===== src/rtl/core/six_axis_moving_average_unit_assert.svh =====
// Assertion macros used by the moving-average unit.
`ifndef SIX_AXIS_MOVING_AVERAGE_UNIT_ASSERT_SVH
`define SIX_AXIS_MOVING_AVERAGE_UNIT_ASSERT_SVH
`ifndef SYNTHESIS
`define SMAU_ASSERT(lbl, clk, rst_n, prop) \
  lbl: assert property (@(posedge clk) disable iff (!rst_n) (prop)) \
    else $error("assertion failed");
`define SMAU_ASSERT_NEVER(lbl, clk, rst_n, cond) \
  lbl: assert property (@(posedge clk) disable iff (!rst_n) !(cond)) \
    else $error("forbidden condition seen");
`else
`define SMAU_ASSERT(lbl, clk, rst_n, prop)
`define SMAU_ASSERT_NEVER(lbl, clk, rst_n, cond)
`endif
`endif


===== src/rtl/core/smau_pkg.sv =====
package smau_pkg;

  localparam int SAMPLE_W         = 16;
  localparam int NUM_FIELDS       = 6;
  localparam int DEFAULT_WINDOW   = 10;
  localparam int DEFAULT_CHANNELS = 6;
  // Must be a power of two; at least the pipeline depth plus one for full rate.
  localparam int FIFO_DEPTH       = 8;

  typedef struct packed {
    logic signed [SAMPLE_W-1:0] accel_x;
    logic signed [SAMPLE_W-1:0] accel_y;
    logic signed [SAMPLE_W-1:0] accel_z;
    logic signed [SAMPLE_W-1:0] gyro_x;
    logic signed [SAMPLE_W-1:0] gyro_y;
    logic signed [SAMPLE_W-1:0] gyro_z;
  } imu_sample_t;

  typedef struct packed {
    logic signed [SAMPLE_W-1:0] mean_accel_x;
    logic signed [SAMPLE_W-1:0] mean_accel_y;
    logic signed [SAMPLE_W-1:0] mean_accel_z;
    logic signed [SAMPLE_W-1:0] mean_gyro_x;
    logic signed [SAMPLE_W-1:0] mean_gyro_y;
    logic signed [SAMPLE_W-1:0] mean_gyro_z;
  } imu_mean_t;

endpackage


===== src/rtl/core/smau_fifo.sv =====
module smau_fifo
  import smau_pkg::*;
#(
  parameter int DEPTH = FIFO_DEPTH
) (
  input  logic      clk_i,
  input  logic      rst_ni,
  input  logic      push_i,
  input  imu_mean_t data_i,
  input  logic      pop_i,
  output logic      valid_o,
  output imu_mean_t data_o
);

  localparam int AW = $clog2(DEPTH);

  imu_mean_t     mem_q [DEPTH];
  logic [AW:0]   wr_q, wr_d, rd_q, rd_d;

  assign wr_d = push_i ? wr_q + 1'b1 : wr_q;
  assign rd_d = pop_i ? rd_q + 1'b1 : rd_q;

  always_ff @(posedge clk_i or negedge rst_ni) begin
    if (!rst_ni) begin
      wr_q <= '0;
      rd_q <= '0;
    end else begin
      wr_q <= wr_d;
      rd_q <= rd_d;
    end
  end

  always_ff @(posedge clk_i) begin
    if (push_i) begin
      mem_q[wr_q[AW-1:0]] <= data_i;
    end
  end

  assign valid_o = (wr_q != rd_q);
  assign data_o  = mem_q[rd_q[AW-1:0]];

endmodule

===== config.mk =====
export PLATFORM = sky130hd
export DESIGN_NAME = smau_fifo
export DESIGN_NICKNAME = d
export VERILOG_FILES = /design/src/rtl/core/six_axis_moving_average_unit_assert.svh /design/src/rtl/core/smau_pkg.sv /design/src/rtl/core/smau_fifo.sv
export SDC_FILE = /design/constraint.sdc
export NUM_CORES = 1
export LEC_CHECK = 0
export ABC_AREA = 1
export BUFFER_PORTS_ARGS = -buffer_cell sky130_fd_sc_hd__buf_2
export CAP_MARGIN = 20
export CORE_UTILIZATION = 45
export CTS_BUF_LIST = sky130_fd_sc_hd__clkbuf_8
export CTS_CLUSTER_SIZE = 10
export DETAILED_ROUTE_END_ITERATION = 8
export SLEW_MARGIN = 20
export SYNTH_ARGS = -nofsm -noshare
export SYNTH_HDL_FRONTEND = slang
export SYNTH_SLANG_ARGS = --single-unit

===== constraint.sdc =====
create_clock -name clk_i -period 5.7 [get_ports clk_i]
set_clock_uncertainty 0.15 [all_clocks]
set_input_delay 0.57 -clock clk_i [delete_from_list [all_inputs] [get_ports clk_i]]
set_output_delay 0.57 -clock clk_i [all_outputs]
set_load 0.01 [all_outputs]

==> impl_metrics.tcl <==
set metrics [dict create \
    status "complete, no violations" \
    place_area_um2 35600 \
    tns_ns 0 \
    max_freq_mhz 225 \
    cts_root_buffer "clkbuf_8" \
    netlist.area_leader.share_pct 67.9 \
    syn_to_final_growth_pct 14.6 \
    die_area_um2 76600 \
    initial_core_util_pct 45.5 \
    core_area_um2 74600 \
    finalPower_mw 18.0 \
    yosys-top-cells-area "edfxtp_1 (68%), nand2_1 (14%), inv_1 (8.5%), nand3_1 (5.7%), buf_6 (1.1%)" \
    die_x_um 277 \
    synth_seq_cells 776 \
    die_height_um 277 \
    post-route-period-util_pct 78.0 \
    setup_viol_count_final 0 \
    ys_warn_count 0 \
    first_iter_violations 1456 \
    rows 100 \
    grt_max_degree 158 \
    clkTransAtPathRegs_ns 0.06 \
    powerDensity_nw_per_um2 463 \
    drtPass1Iterations 5 \
    wl_um 76900 \
    final_antenna_net_count 0 \
    htreeDepth 4 \
    rsz0062_at_grt "false" \
    cts_tree "built" \
    hpwl_um 38000 \
    io_buffers 196 \
    cp_data_required_time_ns 4.98 \
    startpoint "rd_q[0]" \
    fillers 6625 \
    wire_per_inst_um 16.2 \
    gp_congestion 0.730 \
    grt_pass1_vias 21200 \
    track_usage_pct 20.4 \
    grt_antenna_before_repair 7 \
    synth.avg_cell_area_um2 10.1 \
    cp-start-kind "flip-flop" \
    worst_pin_slew_ns 1.02 \
    hp-start "wr_q[3]" \
    worst_setup_path_end_kind "output port" \
    cts-buffers-inserted 132 \
    total_leakage_power_nw 18.1 \
    irDropWorstVdd_mv 0.630 \
    grt_pass1_wl_um 120000 \
    finalHoldViolCount 0 \
    drv_slew 0 \
    hp-class "reg -> reg" \
    synth_cell_type_count 19 \
    maxCapViolCount 0 \
    crit_type "reg -> out" \
    vias 22000 \
    syn_nets 3470 \
    cts_resized 0 \
    drive_gt1_share_pct 10.6 \
    maxSlewHeadroom_pct 32.0 \
    clock_latency_ns 0.77 \
    fin_nets 3785 \
    clockBufferDepth 3 \
    drc 0 \
    globalRoute.totalOverflow 0 \
    fin_util_pct 52.2 \
    worstPathArrival_ns 3.73 \
    critPathMaxFanout 116 \
    yosysSeqAreaShare_pct 68.5 \
    final_cell_mix "nand2_1 (1,259), inv_1 (820), edfxtp_1 (768)" \
    yosys.area.top_type "edfxtp_1" \
    cts_sinks 776 \
    period_needed_ns 4.45 \
    syn-instance-count 3368 \
    ioPinCount 197 \
    syn_area_um2 34000 \
    rr_startpoint "wr_q[0]" \
    design_area_um2 38900 \
    final_common_cell "nand2_1" \
    viasPerCell 4.63 \
]
sequential cells by signal, summed over array words and instances (netlist names):
register	flops
rd_q	4
wr_q	4
mem_q	768
Yosys cell counts:
cell type / n
nand4_1: 2
buf_2: 75
o21ai_0: 2
or2_2: 1
buf_4: 17
nor2_1: 8
xnor2_1: 5
inv_2: 2
nand3_1: 384
buf_1: 8
edfxtp_1: 768
xor2_1: 4
dfrtp_1: 8
inv_4: 1
buf_6: 34
clkbuf_1: 15
nand2_1: 1259
inv_1: 773
ha_1: 2
per-stage QoR:
stage	setup WS, ns	hold WS (ns)	cells
2_1_floorplan	0.0807	0.124	3368
3_3_place_gp	2.07	0.282	4418
3_5_place_dp	2.08	0.280	4418
4_1_cts	1.20	0.343	4744
5_1_grt	1.04	0.358	4747
6_report	1.25	0.344	4748
layer usage:
layer | GRT usage, % | wire [um] | share of wire, %
met5 | 0 | 46 | 0.060
met1 | 27.0 | 34400 | 45
met2 | 33.9 | 36800 | 48
met3 | 3.62 | 3700 | 4.8
met4 | 7.48 | 1950 | 2.5
power breakdown:
part           switching, mW  internal (mW)  total (mW)
Combinational           4.44           1.92        6.36
Clock                   2.16           2.25        4.41
Sequential             0.325           6.91        7.24
what timing repair did:
action                     CTS  global route
buffers inserted             0             0
setup endpoints to repair    0             0
hold buffers               100             0
hold endpoints to repair   783             0
critical path: stages, from the launching register on:
cell      delay [ns]
dfrtp_4         0.92
clkinv_8        0.60
buf_4           0.56
nand2_1         0.12
nand3_1         0.06
nand2_1         0.11
nand2_1         0.05
nand2_1         0.19
buf_2           0.17
final timing paths:
kind | to | slack (ns) | depth (start not counted)
max in group asynchronous | rd_q[2] | 4.45 | 3
setup / recovery | data_o[35] | 1.25 | 8
hold / removal | wr_q[3] | 0.34 | 1
hold reg to reg | wr_q[3] | 0.34 | 1
min in group asynchronous | rd_q[1] | 0.65 | 3
setup reg to reg | mem_q[7][78] | 2.89 | 3
cells by family (layout without fill, tap and decap cells):
kind of cell / after synthesis / in the layout / synth area share [%]
simple gates: 1654 / 1654 / 19.7
buf+inv: 925 / 1332 / 11.4
flops: 776 / 776 / 68.5
xor+xnor: 9 / 9 / 0.232
fa+ha+maj: 2 / 2 / 0.0737
compound gates: 2 / 2 / 0.0295
other cells: 0 / 4 / 0
area by class of cell:
cell class,instances,area (um^2),area share [%]
repair buffers,330,2320,5.97
multi-input cells,1667,6870,17.7
inverters,776,2940,7.54
well taps,969,1210,3.11
flip-flops and latches,776,23300,59.8
clock inverters,87,384,0.987
clock buffers,139,1910,4.91
diodes,4,10.0,0.0257
(Power assumes the default switching activity.)
