==> src/rtl/core/six_axis_moving_average_unit_assert.svh <==
// Assertion macros used by the moving-average unit.
`ifndef SIX_AXIS_MOVING_AVERAGE_UNIT_ASSERT_SVH
`define SIX_AXIS_MOVING_AVERAGE_UNIT_ASSERT_SVH
`ifndef SYNTHESIS
`define SMAU_ASSERT(lbl, clk, rst_n, prop) \
  lbl: assert property (@(posedge clk) disable iff (!rst_n) (prop)) \
    else $error("assertion failed");
`define SMAU_ASSERT_NEVER(lbl, clk, rst_n, cond) \
  lbl: assert property (@(posedge clk) disable iff (!rst_n) !(cond)) \
    else $error("forbidden condition seen");
`else
`define SMAU_ASSERT(lbl, clk, rst_n, prop)
`define SMAU_ASSERT_NEVER(lbl, clk, rst_n, cond)
`endif
`endif

==> src/rtl/core/smau_ram.sv <==
module smau_ram #(
  parameter int WIDTH = 16,
  parameter int DEPTH = 16
) (
  input  logic                     clk_i,
  input  logic                     we_i,
  input  logic [$clog2(DEPTH)-1:0] waddr_i,
  input  logic [WIDTH-1:0]         wdata_i,
  input  logic                     re_i,
  input  logic [$clog2(DEPTH)-1:0] raddr_i,
  output logic [WIDTH-1:0]         rdata_o
);

  logic [WIDTH-1:0] mem_q [DEPTH];
  logic [WIDTH-1:0] rdata_q;

  always_ff @(posedge clk_i) begin
    if (we_i) begin
      mem_q[waddr_i] <= wdata_i;
    end
    if (re_i) begin
      rdata_q <= mem_q[raddr_i];
    end
  end

  assign rdata_o = rdata_q;

endmodule

==> config.mk <==
export PLATFORM = sky130hd
export DESIGN_NAME = smau_ram
export DESIGN_NICKNAME = d
export VERILOG_FILES = /design/src/rtl/core/six_axis_moving_average_unit_assert.svh /design/src/rtl/core/smau_ram.sv
export SDC_FILE = /design/constraint.sdc
export NUM_CORES = 1
export LEC_CHECK = 0
export ABC_AREA = 0
export BUFFER_PORTS_ARGS = -buffer_cell sky130_fd_sc_hd__buf_2
export CORE_MARGIN = 8
export CORE_UTILIZATION = 40
export CTS_CLUSTER_DIAMETER = 120
export DETAILED_ROUTE_END_ITERATION = 10
export PLACE_DENSITY = 0.63
export RECOVER_POWER = 100
export SYNTH_ARGS = -nofsm -noshare
export SYNTH_HDL_FRONTEND = slang
export SYNTH_SLANG_ARGS = --single-unit
export TNS_END_PERCENT = 1
==> constraint.sdc <==
create_clock -name clk_i -period 3.2 [get_ports clk_i]
set_input_delay 0.32 -clock clk_i [delete_from_list [all_inputs] [get_ports clk_i]]
set_output_delay 0.32 -clock clk_i [all_outputs]
set_load 0.05 [all_outputs]
==> results of run 1 <==
==> worst paths after layout <==
path | end | slack, ps | depth (start not counted)
min | mem_q[11][3] | 280 | 1
max reg2reg | rdata_o[0] | 1750 | 3
max | mem_q[6][3] | 940 | 4
min reg2reg | rdata_o[15] | 750 | 3
==> layout make-up <==
cell class	instances	area, um2	share of cell area (%)
clock buffer	30	729.5	6.207
clock inverter	22	193.9	1.650
multi-input combinational	139	1932	16.44
sequential	272	8168	69.51
tap	330	412.9	3.514
timing repair buffer	67	315.3	2.683
==> stage by stage <==
stage          total power (W)  hold slack [ps]  cells  util, %  setup slack, ps
2_1_floorplan         0.004361            418.9    432        -            824.9
3_3_place_gp          0.004508            677.7    808    43.68            991.0
3_5_place_dp          0.004524            704.2    808    43.68            945.2
4_1_cts               0.007695            143.7    860    47.36             1489
5_1_grt               0.007860            296.4    860    46.80            865.6
6_report              0.007623            283.4    860    46.80            940.3
==> cell families (layout without fill, tap and decap cells) <==
family / Yosys count / count (layout) / synth area share, %
buffers and inverters: 21 / 119 / 1.214
multiplexers: 64 / 64 / 14.49
AND/OR/NAND/NOR: 43 / 43 / 1.888
flip-flops: 272 / 272 / 80.05
AO/OA/AOI/OAI: 32 / 32 / 2.354
==> metal layers <==
metal	GRT usage, %	routed length [um]
met5	0	0
met4	3.956	424
met3	2.169	1379
met2	22.54	10380
met1	19.08	9258
==> report_power, final <==
group / total (W) / leakage (nW) / internal [W] / switching [W]
logic: 0.000393 / 0.750 / 0.000134 / 0.000259
clock network: 0.00319 / 0.445 / 0.00189 / 0.00130
registers: 0.00404 / 2.47 / 0.00402 / 0.0000208
==> sequential cells by signal (all words and copies together), names as in the netlist <==
register / count
mem_q: 256
rdata_o: 16
==> worst max-delay path, delay by kind of cell <==
kind | cells | cell delay, ps
AND/OR/NAND/NOR | 2 | 1000
buffers and inverters | 2 | 1080
==> synth_stat cells <==
library cell / number
nand3_1: 1
nor3_1: 4
nor2_1: 13
buf_4: 3
edfxtp_1: 272
buf_1: 3
clkbuf_1: 8
nor2b_1: 2
or3b_2: 1
and2_1: 1
a22oi_1: 32
nand3b_1: 2
nand2b_1: 2
mux4_2: 54
nand2_1: 17
buf_6: 4
buf_2: 3
mux4_1: 10
==> flow_summary_export.csv, run 1 <==
group,metric,value,unit
status,status,"complete, but fails checks",
status,failed_checks,"capacitance limit, slew limit",
sta,hold_viol_final,0,
global_routing,grt_antenna_before_repair,0,
clock_network,postCtsSetupBuffers,0,
setup_path,rr_startpoint,"mem_q[11][0]",
synth,syn_nets,459,
detailed_routing,vias,4723,
setup_path,crit_path_start_kind,"input port",
place,place_hpwl,11940,um
sta,rsz0062_at_grt,"false",
setup_path,cp-end-kind,"flop",
floorplanning,rows,58,
detailed_routing,detail_route.wl_per_cell,24.93,um
detailed_routing,ant_nets,0,
sta,fmax,442.5,MHz
global_routing,gr-total-overflow,0,
global_routing,grt_pass1_vias,5075,
global_routing,track_usage,13.86,%
clock_network,cts.sinks,272,
sta,period_minus_slack,2260,ps
clock_network,cts_tree,"yes",
worst_hold_path,min_path_type,"input port to flop",
power,leakage,3.667,nW
clock_network,cts_buffers,28,
floorplanning,num_io_pins,43,
place,io_buffer_count,42,
setup_path,timing.critical_path.from,"waddr_i[1]",
floorplanning,die_y,175.7,um
global_routing,grt_first_pass_wirelength,31870,um
clock_network,root_buffer,"clkbuf_16",
floorplanning,start_util,40.64,%
clock_network,clkTransAtPathRegs,60,ps
layout,areaGrowthSynthToFinish,15.17,%
setup_path,cp.arrival,2400,ps
layout,nFillCells,2131,
sta,period_share,70.61,%
setup_path,crit_path_max_fanout,10,
clock_network,clock_latency,530,ps
sta,drv_slew,17,
sta,setup_tns,0,ps
sta,setup_viol,0,
layout,mostFrequentLayoutCells,"edfxtp_1 (272), clkbuf_1 (55), mux4_2 (54)",
place,post_dp_cell_area,0.01097,mm2
setup_path,crit_required,3340,ps
synth,avgSynthCellArea,23.62,um2
detailed_routing,via_per_inst,5.492,
layout,layout.nets,535,
synth,ys_seq_elements,272,
detailed_routing,drt-initial-drc-count,463,
layout,n_antenna_cell,0,
job,maxCapViolations,1,
synth,synth_top_area_share,80.05,%
floorplanning,fp.dieW,175.7,um
setup_path,crit_top_cell,"clkbuf_1",
clock_network,htree_levels,1,
setup_path,crit_type,"input port to flop",
synth,netlist_top_cells_area,"edfxtp_1 (80%), mux4_2 (12%), mux4_1 (2.6%)",
synth,yosys_warnings,0,
setup_path,path_cells,"clkbuf_1 -> nand2b_1 -> nor2_1 -> clkbuf_1",
floorplanning,coreArea,0.02511,mm2
place,gp_congestion,0.6955,
sta,worst_pin_slew,1508,ps
synth,syn_inst,432,
layout,final_common_cell,"edfxtp_1",
worst_hold_path,min_from,"wdata_i[3]",
clock_network,cts_resized,0,
setup_path,slowest_stage,"clkbuf_1",
sta,relSlewSlack,-0.5497,%
detailed_routing,drt_wl_total,21440,um
power,power.density,648.7,mW/mm2
synth,ys_seq_area_share,80.05,%
clock_network,clock_path_buffers,3,
clock_network,cts_hold_buf,0,
synth,yosysTopAreaCell,"edfxtp_1",
synth,synth_cell_types,18,
layout,final_area,0.01175,mm2
synth,synthesis.area,0.01020,mm2
layout,drive_above_1_share,22.45,%
detailed_routing,firstDrtPassIters,5,
setup_path,crit_path_max_incr_delay,850,ps
detailed_routing,drc,0,
sta,skew,6.126,ps
power,ir_drop,0.4246,mV
floorplanning,design.die.area,0.03088,mm2
global_routing,grt_max_degree,33,
No activity file was read; power rests on OpenSTA's default activity.
==> run 2, diff against run 1 <==
--- a/config.mk
+++ b/config.mk
@@ -5,7 +5,7 @@
 export SDC_FILE = /design/constraint.sdc
 export NUM_CORES = 1
 export LEC_CHECK = 0
-export ABC_AREA = 0
+export ABC_AREA = 1
 export BUFFER_PORTS_ARGS = -buffer_cell sky130_fd_sc_hd__buf_2
 export CORE_MARGIN = 8
 export CORE_UTILIZATION = 40
==> constraint.sdc (replaced) <==
create_clock -name clk_i -period 2.3 [get_ports clk_i]
set_input_delay 0.23 -clock clk_i [delete_from_list [all_inputs] [get_ports clk_i]]
set_output_delay 0.23 -clock clk_i [all_outputs]
set_load 0.05 [all_outputs]
==> run 2 against run 1 <==
  * The flow still finishes with violations (capacitance limit, slew limit)
  * Final area rose by 11%
  * Clock skew barely moved
  * Cell count rose by 78%
  * Non-clock buffer count rose by 8
  * Area after synthesis rose by 13%
==> flow_summary_export.csv, run 2 <==
group,metric,value,unit
setup_path,crit_required,2070,ps
detailed_routing,firstDrtPassIters,5,
synth,syn_nets,1101,
global_routing,grt_max_degree,129,
setup_path,crit_path_max_fanout,1,
floorplanning,rows,62,
floorplanning,fp.dieW,185.9,um
clock_network,cts_buffers,28,
floorplanning,num_io_pins,43,
floorplanning,die_y,185.9,um
setup_path,crit_path_max_incr_delay,520,ps
synth,synth.most_common_cell,"nand2_1",
setup_path,crit_type,"flop to output pin",
synth,synth_top_area_share,70.77,%
detailed_routing,via_per_inst,4.866,
clock_network,clkTransAtPathRegs,60,ps
clock_network,cts.sinks,272,
detailed_routing,drt-initial-drc-count,620,
clock_network,postCtsSetupBuffers,0,
clock_network,cts_tree,"yes",
floorplanning,design.die.area,0.03454,mm2
detailed_routing,ant_nets,0,
clock_network,cts_hold_buf,0,
layout,regArea,0.008168,mm2
synth,netlist_top_cells_area,"edfxtp_1 (71%), nand2_1 (11%), nand3_1 (8.4%)",
clock_network,clock_latency,540,ps
sta,setup_tns,0,ps
clock_network,cts_resized,0,
global_routing,gr-total-overflow,0,
clock_network,htree_levels,1,
setup_path,crit_family,"buffers and inverters",
synth,synth_top_family_by_area,"simple AND/OR/NAND/NOR gates",
layout,nFillCells,2666,
setup_path,path_cells,"clkbuf_1",
layout,final_common_cell,"nand2_1",
sta,worst_pin_slew,1551,ps
synth,synthSimpleGateAreaFrac,20.14,%
synth,synth_cell_types,12,
power,ir_drop,0.5034,mV
synth,avgSynthCellArea,10.75,um2
layout,largest_register_ffs,256,
place,post_dp_cell_area,0.01229,mm2
setup_path,slowest_stage,"clkbuf_1",
sta,skew,5.866,ps
synth,ys_seq_elements,272,
synth,synthAdderAreaFrac,0,%
synth,synth-compound-area-share,0,%
synth,syn_inst,1074,
synth,yosysTopAreaCell,"edfxtp_1",
synth,ys_async_sr_fraction,0,%
synth,yosys_warnings,0,
sta,relSlewSlack,-3.381,%
global_routing,grt_antenna_before_repair,1,
layout,layout.nets,1155,
setup_path,crit_path_start_kind,"flop",
sta,fmax,573.4,MHz
setup_path,cp-end-kind,"output pin",
detailed_routing,drt_wl_total,27330,um
floorplanning,start_util,40.43,%
worst_hold_path,min_path_type,"input port to flop",
floorplanning,coreArea,0.02855,mm2
synth,synthFlopType,"edfxtp_1",
sta,drv_slew,51,
global_routing,grt_pass1_vias,7223,
layout,top_register,"mem_q",
power,power,0.01091,W
synth,synth_edf_count,272,
synth,synth_xor_area_share,0,%
sta,period_minus_slack,1744,ps
layout,n_antenna_cell,0,
layout,drive_above_1_share,6.609,%
sta,period_share,75.83,%
power,power.density,833.8,mW/mm2
global_routing,grt_first_pass_wirelength,42020,um
layout,mostFrequentLayoutCells,"nand2_1 (341), edfxtp_1 (272), inv_1 (196)",
setup_path,critPathBufInv,1,
place,place_hpwl,15140,um
global_routing,track_usage,16.07,%
job,maxCapViolations,3,
synth,synthesis.area,0.01154,mm2
detailed_routing,drc,0,
layout,multi_input_area,0.002357,mm2
synth,synth_commonest_cells,"nand2_1 (341), edfxtp_1 (272), inv_1 (196), nand3_1 (193), buf_2 (19)",
sta,hold_viol_final,0,
clock_network,clock_path_buffers,3,
clock_network,root_buffer,"clkbuf_16",
detailed_routing,vias,7465,
place,io_buffer_count,42,
detailed_routing,detail_route.wl_per_cell,17.81,um
status,failed_checks,"capacitance limit, slew limit",
setup_path,cp.arrival,1510,ps
place,gp_congestion,0.7502,
synth,synthMuxAreaShare,0,%
sta,setup_viol,0,
layout,final_area,0.01308,mm2
synth,ys_seq_area_share,70.77,%
power,leakage,5.409,nW
sta,rsz0062_at_grt,"false",
layout,areaGrowthSynthToFinish,13.37,%
status,status,"complete, but fails checks",
[run 2: cell types whose count changed in the layout (fill, tap and decap cells not counted), moves of 6 or more]
cell	delta
nand2_1	+324
nor2_2	+7
nand3_1	+192
clkbuf_1	+6
a22oi_1	-32
mux4_1	-10
mux4_2	-54
inv_1	+196
[run 2: final cells by class]
type / count / area share, %
flip-flops and latches: 272 / 62.43
multi-input cells: 553 / 18.02
inverters: 198 / 5.690
clock buffers: 33 / 5.661
well taps: 384 / 3.672
repair buffers: 75 / 3.031
clock inverters: 19 / 1.501
[run 2: kinds of logic (layout without fill, tap and decap cells)]
group / Yosys count / in the layout
AND/OR/NAND/NOR: 553 / 553
flip-flops: 272 / 272
buffers and inverters: 249 / 325
[run 2: worst reg2reg max path, cell delays in order (launching register included)]
cell and delay [ps]:
edfxtp_1 380, inv_1 70, nand2_1 60, nand3_1 110
nand3_1 90, nand3_1 120, nand2_1 60
[run 2: metrics by stage]
stage / instances / worst slack (ps) / hold WS (ps) / utilization (%)
after global routing: 1534 / 512.8 / 212.2 / 45.83
after CTS: 1534 / 757.2 / 45.32 / 46.34
after floorplan: 1074 / 770.4 / 328.9 / -
after global placement: 1482 / 568.0 / 617.5 / 43.06
final: 1534 / 555.9 / 201.5 / 45.83
after detailed placement: 1482 / 539.1 / 617.6 / 43.06
[run 2: final timing paths]
| kind | from | to | slack [ps] | cells past startpoint |
|---|---|---|---|---|
| setup / recovery | rdata_o[8] | rdata_o[8] | 560 | 1 |
| hold / removal | wdata_i[6] | mem_q[7][6] | 200 | 1 |
| setup reg to reg | mem_q[12][3] | rdata_o[3] | 1170 | 6 |
| hold reg to reg | mem_q[10][0] | rdata_o[0] | 730 | 6 |
[run 2: per-layer routing]
metal	up-vias	global-route usage, %	wire, um
li1	3581	-	-
met1	3618	20.73	11580
met2	199	27.16	13340
met3	65	2.108	1403
met4	2	6.446	992
met5	-	0	13
[run 2: power breakdown]
group          total, W  leakage, nW  internal [W]  switching, W
logic          0.000698         2.48      0.000173      0.000525
registers       0.00563         2.47       0.00559     0.0000411
clock network   0.00458        0.454       0.00274       0.00184
total            0.0109         5.41       0.00850       0.00241
==> run 3, diff against run 2 <==
--- a/config.mk
+++ b/config.mk
@@ -11,7 +11,7 @@
 export CORE_UTILIZATION = 40
 export CTS_CLUSTER_DIAMETER = 120
 export DETAILED_ROUTE_END_ITERATION = 10
-export PLACE_DENSITY = 0.63
+export PLACE_DENSITY = 0.65
 export RECOVER_POWER = 100
 export SYNTH_ARGS = -nofsm -noshare
 export SYNTH_HDL_FRONTEND = slang
==> constraint.sdc (replaced) <==
create_clock -name clk_i -period 1.6 [get_ports clk_i]
set_input_delay 0.16 -clock clk_i [delete_from_list [all_inputs] [get_ports clk_i]]
set_output_delay 0.16 -clock clk_i [all_outputs]
set_load 0.05 [all_outputs]
==> run 3 against run 2 <==
  * The flow now finishes without violations
  * Global-route usage down 0.19 points
  * Via count grew 0.40%
  * Utilization is 0.24 points higher
  * Largest power group unchanged
  * Clock skew about the same
  * Routed wire length down 1.9%
  * Hold slack lost 39 ps
  * Critical path depth stayed put
  * Combinational power increased by 49%
==> flow_summary_export.csv, run 3 (same netlist as run 2, synthesis figures left out) <==
group,metric,value,unit
setup_path,cp-end-kind,"output pin",
detailed_routing,ant_nets,0,
detailed_routing,drc,0,
status,status,"completed",
setup_path,crit_path_max_fanout,1,
clock_network,cts_hold_buf,7,
detailed_routing,drt_wl_total,26800,um
sta,worst_pin_slew,1395,ps
power,power.density,1146,mW/mm2
global_routing,gr-max-usage-layer,"met2",
sta,relSlewSlack,6.977,%
clock_network,cts_tree,"yes",
global_routing,track_usage,15.89,%
sta,fmax,710.6,MHz
layout,nFillCells,2678,
layout,largest_register_ffs,256,
floorplanning,die_y,185.9,um
setup_path,crit_path_max_incr_delay,440,ps
setup_path,rr_endpoint,"rdata_o[8]",
layout,drive_above_1_share,6.485,%
floorplanning,start_util,40.43,%
global_routing,use_met2,25.31,%
layout,layout.nets,1177,
detailed_routing,via_per_inst,4.817,
worst_hold_path,holdPathEnd,"mem_q[12][14]",
global_routing,use_met1,21.62,%
setup_path,critPathBufInv,1,
sta,rsz0062_at_grt,"false",
clock_network,postCtsSetupBuffers,0,
global_routing,grt_antenna_before_repair,2,
detailed_routing,vias,7495,
sta,hold_viol_final,0,
worst_hold_path,min_from,"wdata_i[14]",
setup_path,slowest_stage,"edfxtp_1",
clock_network,clock_path_buffers,3,
setup_path,crit_family,"flip-flops",
clock_network,root_buffer,"clkbuf_16",
layout,final_common_cell,"nand2_1",
layout,final_area,0.01315,mm2
floorplanning,design.die.area,0.03454,mm2
clock_network,cts.sinks,272,
setup_path,path_cells,"clkbuf_2",
place,place_hpwl,16090,um
sta,skew,6.283,ps
global_routing,grt_max_degree,53,
power,leakage,5.488,nW
sta,setup_tns,0,ps
detailed_routing,detail_route.wl_per_cell,17.22,um
floorplanning,num_io_pins,43,
global_routing,grt_first_pass_wirelength,41890,um
sta,drv_slew,0,
sta,period_share,87.96,%
sta,period_minus_slack,1407,ps
setup_path,rr_startpoint,"mem_q[3][8]",
clock_network,htree_levels,1,
floorplanning,coreArea,0.02855,mm2
place,io_buffer_count,42,
power,power,0.01507,W
sta,setup_viol,0,
layout,mostFrequentLayoutCells,"nand2_1 (341), edfxtp_1 (272), inv_1 (196)",
power,ir_drop,0.7407,mV
place,gp_congestion,0.7699,
detailed_routing,drt-initial-drc-count,637,
global_routing,grt_use_met3,3.026,%
worst_hold_path,min_path_cells,1,
layout,areaGrowthSynthToFinish,13.95,%
setup_path,reg2regPathDepth,6,
floorplanning,rows,62,
detailed_routing,firstDrtPassIters,5,
layout,top_register,"mem_q",
global_routing,grt_pass1_vias,7242,
floorplanning,fp.dieW,185.9,um
setup_path,crit_type,"flop to output pin",
clock_network,cts_buffers,28,
setup_path,crit_required,1440,ps
layout,postLayoutCoreUtil,46.07,%
job,maxCapViolations,0,
place,post_dp_cell_area,0.01242,mm2
layout,n_antenna_cell,0,
global_routing,gr-total-overflow,0,
clock_network,clkTransAtPathRegs,60,ps
setup_path,crit_path_start_kind,"flop",
clock_network,clock_latency,530,ps
worst_hold_path,min_path_type,"input port to flop",
clock_network,cts_resized,0,
setup_path,r2r_slack,490,ps
setup_path,cp.arrival,1250,ps
run 3: changes by cell type in the layout (fill, tap and decap cells not counted), sizes merged:
cell	previous run	this run
clkinv	13	12
clkinvlp	3	0
clkbuf	91	107
dlygate4sd3	0	7
buf	17	23
bufinv	4	1
run 3: where the power goes:
part	switching (W)	leakage, nW	internal (W)	total [W]
logic	0.000759	2.61	0.000281	0.00104
registers	0.0000492	2.47	0.00803	0.00808
clock network	0.00248	0.409	0.00347	0.00595
run 3: layout make-up:
type                       count  area (um2)  share of cell area [%]
sequential                   272        8168                   62.11
multi-input combinational    553        2330                   17.71
clock buffer                  40       767.0                   5.832
inverter                     198       744.5                   5.661
timing repair buffer          97       586.8                   4.462
tap                          384       480.5                   3.653
clock inverter                12       75.07                  0.5708
run 3: metal layers:
metal | part of all wire [%] | wire length [um] | up-vias
met5 | 0.10 | 27 | -
met4 | 3.0 | 800 | 4
met2 | 45 | 12180 | 223
met3 | 6.8 | 1820 | 53
li1 | - | - | 3629
met1 | 45 | 11970 | 3586
run 3: worst max-delay path by stage:
stage | start | endpoint | slack, ps | cells after the start
after floorplan | waddr_i[2] | mem_q[10][0] | 140 | 2
after global placement | raddr_i[0] | rdata_o[11] | 170 | 7
after detailed placement | raddr_i[0] | rdata_o[7] | 170 | 7
after CTS | rdata_o[6] | rdata_o[6] | 190 | 1
after global routing | rdata_o[6] | rdata_o[6] | 160 | 1
final | rdata_o[8] | rdata_o[8] | 190 | 1
run 3: per-stage QoR:
stage	cells	hold slack (ps)	setup slack, ps
4_1_cts	1556	0.2662	193.3
2_1_floorplan	1074	258.9	140.4
6_report	1556	162.4	192.6
3_3_place_gp	1497	541.5	165.5
3_5_place_dp	1497	549.8	167.4
5_1_grt	1556	197.3	159.6
